## config.mk

```make
export PLATFORM = sky130hd
export DESIGN_NAME = ccc_ctrl
export DESIGN_NICKNAME = d
export VERILOG_FILES = /design/src/sv/ccc_pkg.sv /design/src/sv/ccc_ctrl.sv
export SDC_FILE = /design/constraint.sdc
export NUM_CORES = 1
export LEC_CHECK = 0
export BUFFER_PORTS_ARGS = -buffer_cell sky130_fd_sc_hd__buf_4
export CORE_AREA = 2 2 39 41
export CTS_CLUSTER_SIZE = 25
export DETAILED_ROUTE_END_ITERATION = 10
export DIE_AREA = 0 0 41 43
export PLACE_DENSITY = 0.4
export SYNTH_ARGS = -nofsm -noshare
export SYNTH_HDL_FRONTEND = slang
export SYNTH_SLANG_ARGS = --single-unit
```

## constraint.sdc

```tcl
create_clock -name aclk -period 1 [get_ports aclk]
set_input_delay 0.1 -clock aclk [delete_from_list [all_inputs] [get_ports aclk]]
set_output_delay 0.1 -clock aclk [all_outputs]
set_load 0.01 [all_outputs]
```

## src/sv/ccc_pkg.sv

```systemverilog
`default_nettype none
package ccc_pkg;

    localparam int unsigned DEF_MAX_CHUNKS = 256;

    localparam logic [31:0] RST_EXPECTED_VERSION = 32'd1;
    localparam logic [39:0] RST_MAX_FILE_BYTES   = 40'd268435456;
    localparam logic [8:0]  RST_MAX_CHUNKS       = 9'd256;
    localparam logic [31:0] RST_KNOWN_FLAG_MASK  = 32'd1;

    localparam logic [1:0] REG_EXPECTED_VERSION = 2'd0;
    localparam logic [1:0] REG_MAX_FILE_BYTES   = 2'd1;
    localparam logic [1:0] REG_MAX_CHUNKS       = 2'd2;
    localparam logic [1:0] REG_KNOWN_FLAG_MASK  = 2'd3;

    localparam logic [63:0] FNV_BASIS = 64'hCBF2_9CE4_8422_2325;

    typedef struct packed {
        logic step;
        logic srch_start;
        logic srch_cmp;
        logic finish;
    } ccc_cmd_t;

    typedef struct packed {
        logic need_search;
        logic srch_more;
        logic out_free;
    } ccc_stat_t;

    // multiply by the FNV prime 2^40 + 0x1B3, modulo 2^64
    function automatic logic [63:0] fnv_mul(input logic [63:0] x);
        fnv_mul = (x << 40) + (x << 8) + (x << 7) + (x << 5) + (x << 4) + (x << 1) + x;
    endfunction

endpackage
`default_nettype wire

```

## src/sv/ccc_ctrl.sv

```systemverilog
`default_nettype none
module ccc_ctrl
    import ccc_pkg::*;
(
    input  wire logic      aclk,
    input  wire logic      aresetn,
    input  wire logic      s_valid,
    output logic           s_ready,
    input  wire ccc_stat_t st,
    output ccc_cmd_t       cmd
);
    typedef enum logic [1:0] {ST_ACCEPT, ST_SRD, ST_SCMP, ST_FINISH} state_t;

    state_t state_reg;
    logic   xfer;

    assign s_ready = (state_reg == ST_ACCEPT) && st.out_free;
    assign xfer    = s_valid && s_ready;

    always_comb begin
        cmd            = '0;
        cmd.step       = xfer;
        cmd.srch_start = xfer && st.need_search;
        cmd.srch_cmp   = (state_reg == ST_SCMP);
        cmd.finish     = (state_reg == ST_FINISH) && st.out_free;
    end

    always_ff @(posedge aclk) begin
        if (!aresetn) begin
            state_reg <= ST_ACCEPT;
        end else begin
            case (state_reg)
                ST_ACCEPT: begin
                    if (xfer && st.need_search) state_reg <= ST_SRD;
                end
                ST_SRD: begin
                    state_reg <= st.srch_more ? ST_SCMP : ST_FINISH;
                end
                ST_SCMP: state_reg <= ST_SRD;
                ST_FINISH: begin
                    if (st.out_free) state_reg <= ST_ACCEPT;
                end
                default: state_reg <= ST_ACCEPT;
            endcase
        end
    end

    a_fin_free: assert property (@(posedge aclk) disable iff (!aresetn)
        cmd.finish |-> st.out_free) else $error("finish without free output");
    a_srch_go: assert property (@(posedge aclk) disable iff (!aresetn)
        cmd.srch_start |=> state_reg == ST_SRD) else $error("search not entered");
    a_cmp_seq: assert property (@(posedge aclk) disable iff (!aresetn)
        state_reg == ST_SCMP |-> $past(state_reg) == ST_SRD) else $error("compare out of order");
    a_no_step: assert property (@(posedge aclk) disable iff (!aresetn)
        state_reg != ST_ACCEPT |-> !cmd.step) else $error("byte taken during search");
endmodule
`default_nettype wire

```

# == Word level (Yosys, flattened, before mapping) ==
# Cells that the tools add are included.
# op_classes
eq_ne,5
reduce_logical,6
muxes,4
# ops
operator,count
2-bit one-hot mux with 4 select lines,1
2-bit equality test (second input constant),2
1-bit logical AND,4
2-bit two-way mux,2
2-bit inequality test (second input constant),2
2-bit by 1-bit equality test with 1-bit output (second input constant),1
2-bit zero test,1
2-bit AND reduction,1
1-bit two-way mux,1
# word_totals
elab_cells,16
reg_bits,2
input_bits,6

# == Logic depth before layout (Yosys ltp) ==
# depth
ltp_word,6
ltp_mapped,3

# == Worst setup path after synthesis ==
# Ideal clock, no wire load.
# synth_timing
path_type,reg2out
start,register state_reg[1]
end,output port cmd[3] (netlist bit)
arrival_ns,1.042
required_ns,0.900
path_buffers,1
path_stages_with_launch,4
slack_ns,-0.142
cell_sequence,dfxtp_1 -> nor3b_1 -> and2_2 -> buf_4
# synth_between
elab_chain_len,3
# synth_rtl
element,line,text
from (decl),ccc_ctrl.sv:14,state_t state_reg;
from (signal assigned),ccc_ctrl.sv:37,state_reg <= st.srch_more ? ST_SCMP : ST_FINISH;
2-bit zero test,ccc_ctrl.sv:17,assign s_ready = (state_reg == ST_ACCEPT) && st.out_free;
1-bit logical AND,ccc_ctrl.sv:17,
net s_ready,ccc_ctrl.sv:8,"output logic s_ready,"
1-bit logical AND,ccc_ctrl.sv:18,assign xfer = s_valid && s_ready;
to (decl),ccc_ctrl.sv:10,output ccc_cmd_t cmd
# The timed path passes the listed nets, and every way through them passes these cells.

==> results.toml <==
[clock_tree]
clk_path_buf_depth = 2
clk_pin_slew_ps = 30
htreeDepth = 1
cts_made_buffers = 3
clock-root-buffer = "clkbuf_4"
cts_tree = "yes"
clock_sinks = 2
clk_latency_ps = 220

[finish]
area_growth_pct = 121
drive_gt1_share_pct = 75.0
final-instance-count-excl-fill = 44
antenna_cells = 0
fin_nets = 36
largest_reg_flops = 2
design_area_sq_um = 279

[logic_synthesis]
avgSynthCellArea_sq_um = 9.03
syn_area_sq_um = 126
synthDistinctLibCells = 11
netlist.area_leader.share_pct = 31.7
syn_nets = 20
synth_area_leaders = "dfxtp_1, and3_2, nor3b_1, and4b_1, o31a_1"
yosysWarnings = 0
yosysTopAreaCell = "dfxtp_1"
yosysSeqAreaShare_pct = 31.7
synth_cells = 14
synth_seq_cells = 2

[global_route]
grtUsageMet1_pct = 5.73
grtUsageMet3_pct = 5.24
grt_usage_pct = 5.31
grt_max_degree = 7
grt_overflow = 0
grt-busiest-layer = "met4"
first_global_vias = 137
antenna_found_initial = 0
grt_pass1_wl_um = 531
met2_usage_pct = 5.00

[power]
powerDensity_nw_per_um2 = 1220
vdd_drop_max_v = 0.000227
total_leakage_power_nw = 0.131

[worst_setup_path]
cp_num_buf_inv = 1
crit_chain = "nor3b_4 > and3_4 > buf_6"
crit_required_ps = 900
cp_max_fo = 3
worstSetupPathType = "reg -> out"
cpPeakStageDelay_ps = 340
path_delay_family = "simple AND/OR/NAND/NOR gates"
crit_path_top_delay_cell = "dfxtp_4"
crit_arrival_ps = 1070
startpoint_type = "flop"
end_kind = "output pin"

[timing]
fin_crit_ps = 1170
slew_headroom_pct = 88.0
finalHoldViolCount = 0
fin_ws_ps = -165
period_share_pct = 117
worst_slew_pin_slew_ps = 178
finalSetupViolCount = 6
fmax_ghz = 0.858
skew_ps = 2.12
rsz0062_at_grt = "true"
drv_slew = 0

[place]
place_congestion = 0.527
portBuffers = 10
dp.cells = 39
placed_area_sq_um = 219

[route]
wl_per_cell_um = 9.14
wirelength_um = 402
vias = 158
viasPerCell = 3.59
drtPass1Iterations = 1
route.detailed.drc = 0
drtAntennaViolNets = 0
drtIter0Drc = 0

[die]
die_y_um = 43
die_area_sq_um = 1760
core_sq_um = 1380
pin_count = 11
start_util_pct = 9.13
die-width_um = 41
row_count = 14

[outcome]
outcome = "finished with violations"
violations = "negative setup slack"

[hold_path]
min-delay-path-class = "in -> reg"

[job]
cap_violations = 0
## layout make-up
type | instances | area [sq um]
fill | 158 | 1100
timing repair buffer | 12 | 97.6
multi-input combinational | 11 | 93.8
sequential | 2 | 45.0
clock buffer | 3 | 22.5
tap | 16 | 20.0
## synth_stat cells
| master | n |
|---|---|
| a21boi_0 | 1 |
| a21oi_1 | 1 |
| and2_2 | 1 |
| and3_2 | 2 |
| and4b_1 | 1 |
| buf_4 | 1 |
| dfxtp_1 | 2 |
| nand2_1 | 1 |
| nor2b_1 | 1 |
| nor3b_1 | 2 |
| o31a_1 | 1 |
## kinds of logic (layout without fill, tap and decap cells)
| family | count (synthesis) | after routing | synth area share, % |
|---|---|---|---|
| and+or+nand+nor | 8 | 8 | 45.5 |
| AOI/OAI and AO/OA | 3 | 3 | 16.8 |
| DFF | 2 | 2 | 31.7 |
| buffers and inverters | 1 | 15 | 5.94 |
## report_power, final
part	internal [mW]	switching (mW)
Sequential	0.0835	0.00469
Clock	0.132	0.0466
Combinational	0.0486	0.0256
Total	0.265	0.0769
## cell usage in the layout (no fill, tap or decap)
cell | netlist | routed
and3_2 | 2 | 1
nor3b_4 | 0 | 1
buf_4 | 1 | 10
nand2_1 | 1 | 1
a21boi_0 | 1 | 1
and4b_1 | 1 | 1
nor3b_1 | 2 | 1
a21oi_1 | 1 | 1
dfxtp_2 | 0 | 1
and3_4 | 0 | 1
and2_2 | 1 | 1
dfxtp_4 | 0 | 1
nor2b_1 | 1 | 1
clkbuf_4 | 0 | 3
o31a_1 | 1 | 1
buf_6 | 0 | 2
## routing by layer
layer  wire, um  vias to the layer above
met3         79                        0
li1           -                       82
met5          0                        -
met1        164                       65
met4          0                        0
met2        158                       11
## path summary, 6_finish.rpt
| path | slack, ps | to | startpoint | cells past startpoint |
|---|---|---|---|---|
| max | -170 | cmd[2] | state_reg[0]$_SDFFE_PN0P_ | 3 |
| min | 80 | state_reg[1]$_SDFFE_PN0P_ | st[0] | 2 |
| max reg2reg | -60 | state_reg[0]$_SDFFE_PN0P_ | state_reg[0]$_SDFFE_PN0P_ | 3 |
| min reg2reg | 500 | state_reg[1]$_SDFFE_PN0P_ | state_reg[1]$_SDFFE_PN0P_ | 1 |
## stage by stage
stage / util [%] / hold WS, ps / TNS [ps] / setup slack [ps] / power (mW)
2_1_floorplan: - / 192 / 0 / 4.97 / 0.114
3_3_place_gp: 15.8 / 307 / -0.183 / -0.183 / 0.144
3_5_place_dp: 15.8 / 315 / -35.3 / -35.3 / 0.146
4_1_cts: 20.2 / 69.2 / -666 / -175 / 0.354
5_1_grt: 20.2 / 86.7 / -906 / -222 / 0.366
6_report: 20.2 / 83.8 / -616 / -165 / 0.342
## what timing repair did
action,4_1_cts,5_1_grt
endpoints found under the setup margin,6,6
pin swaps,2,0
hold buffers,0,0
setup buffers,2,0
resized for setup,7,0
(Power assumes the default switching activity.)
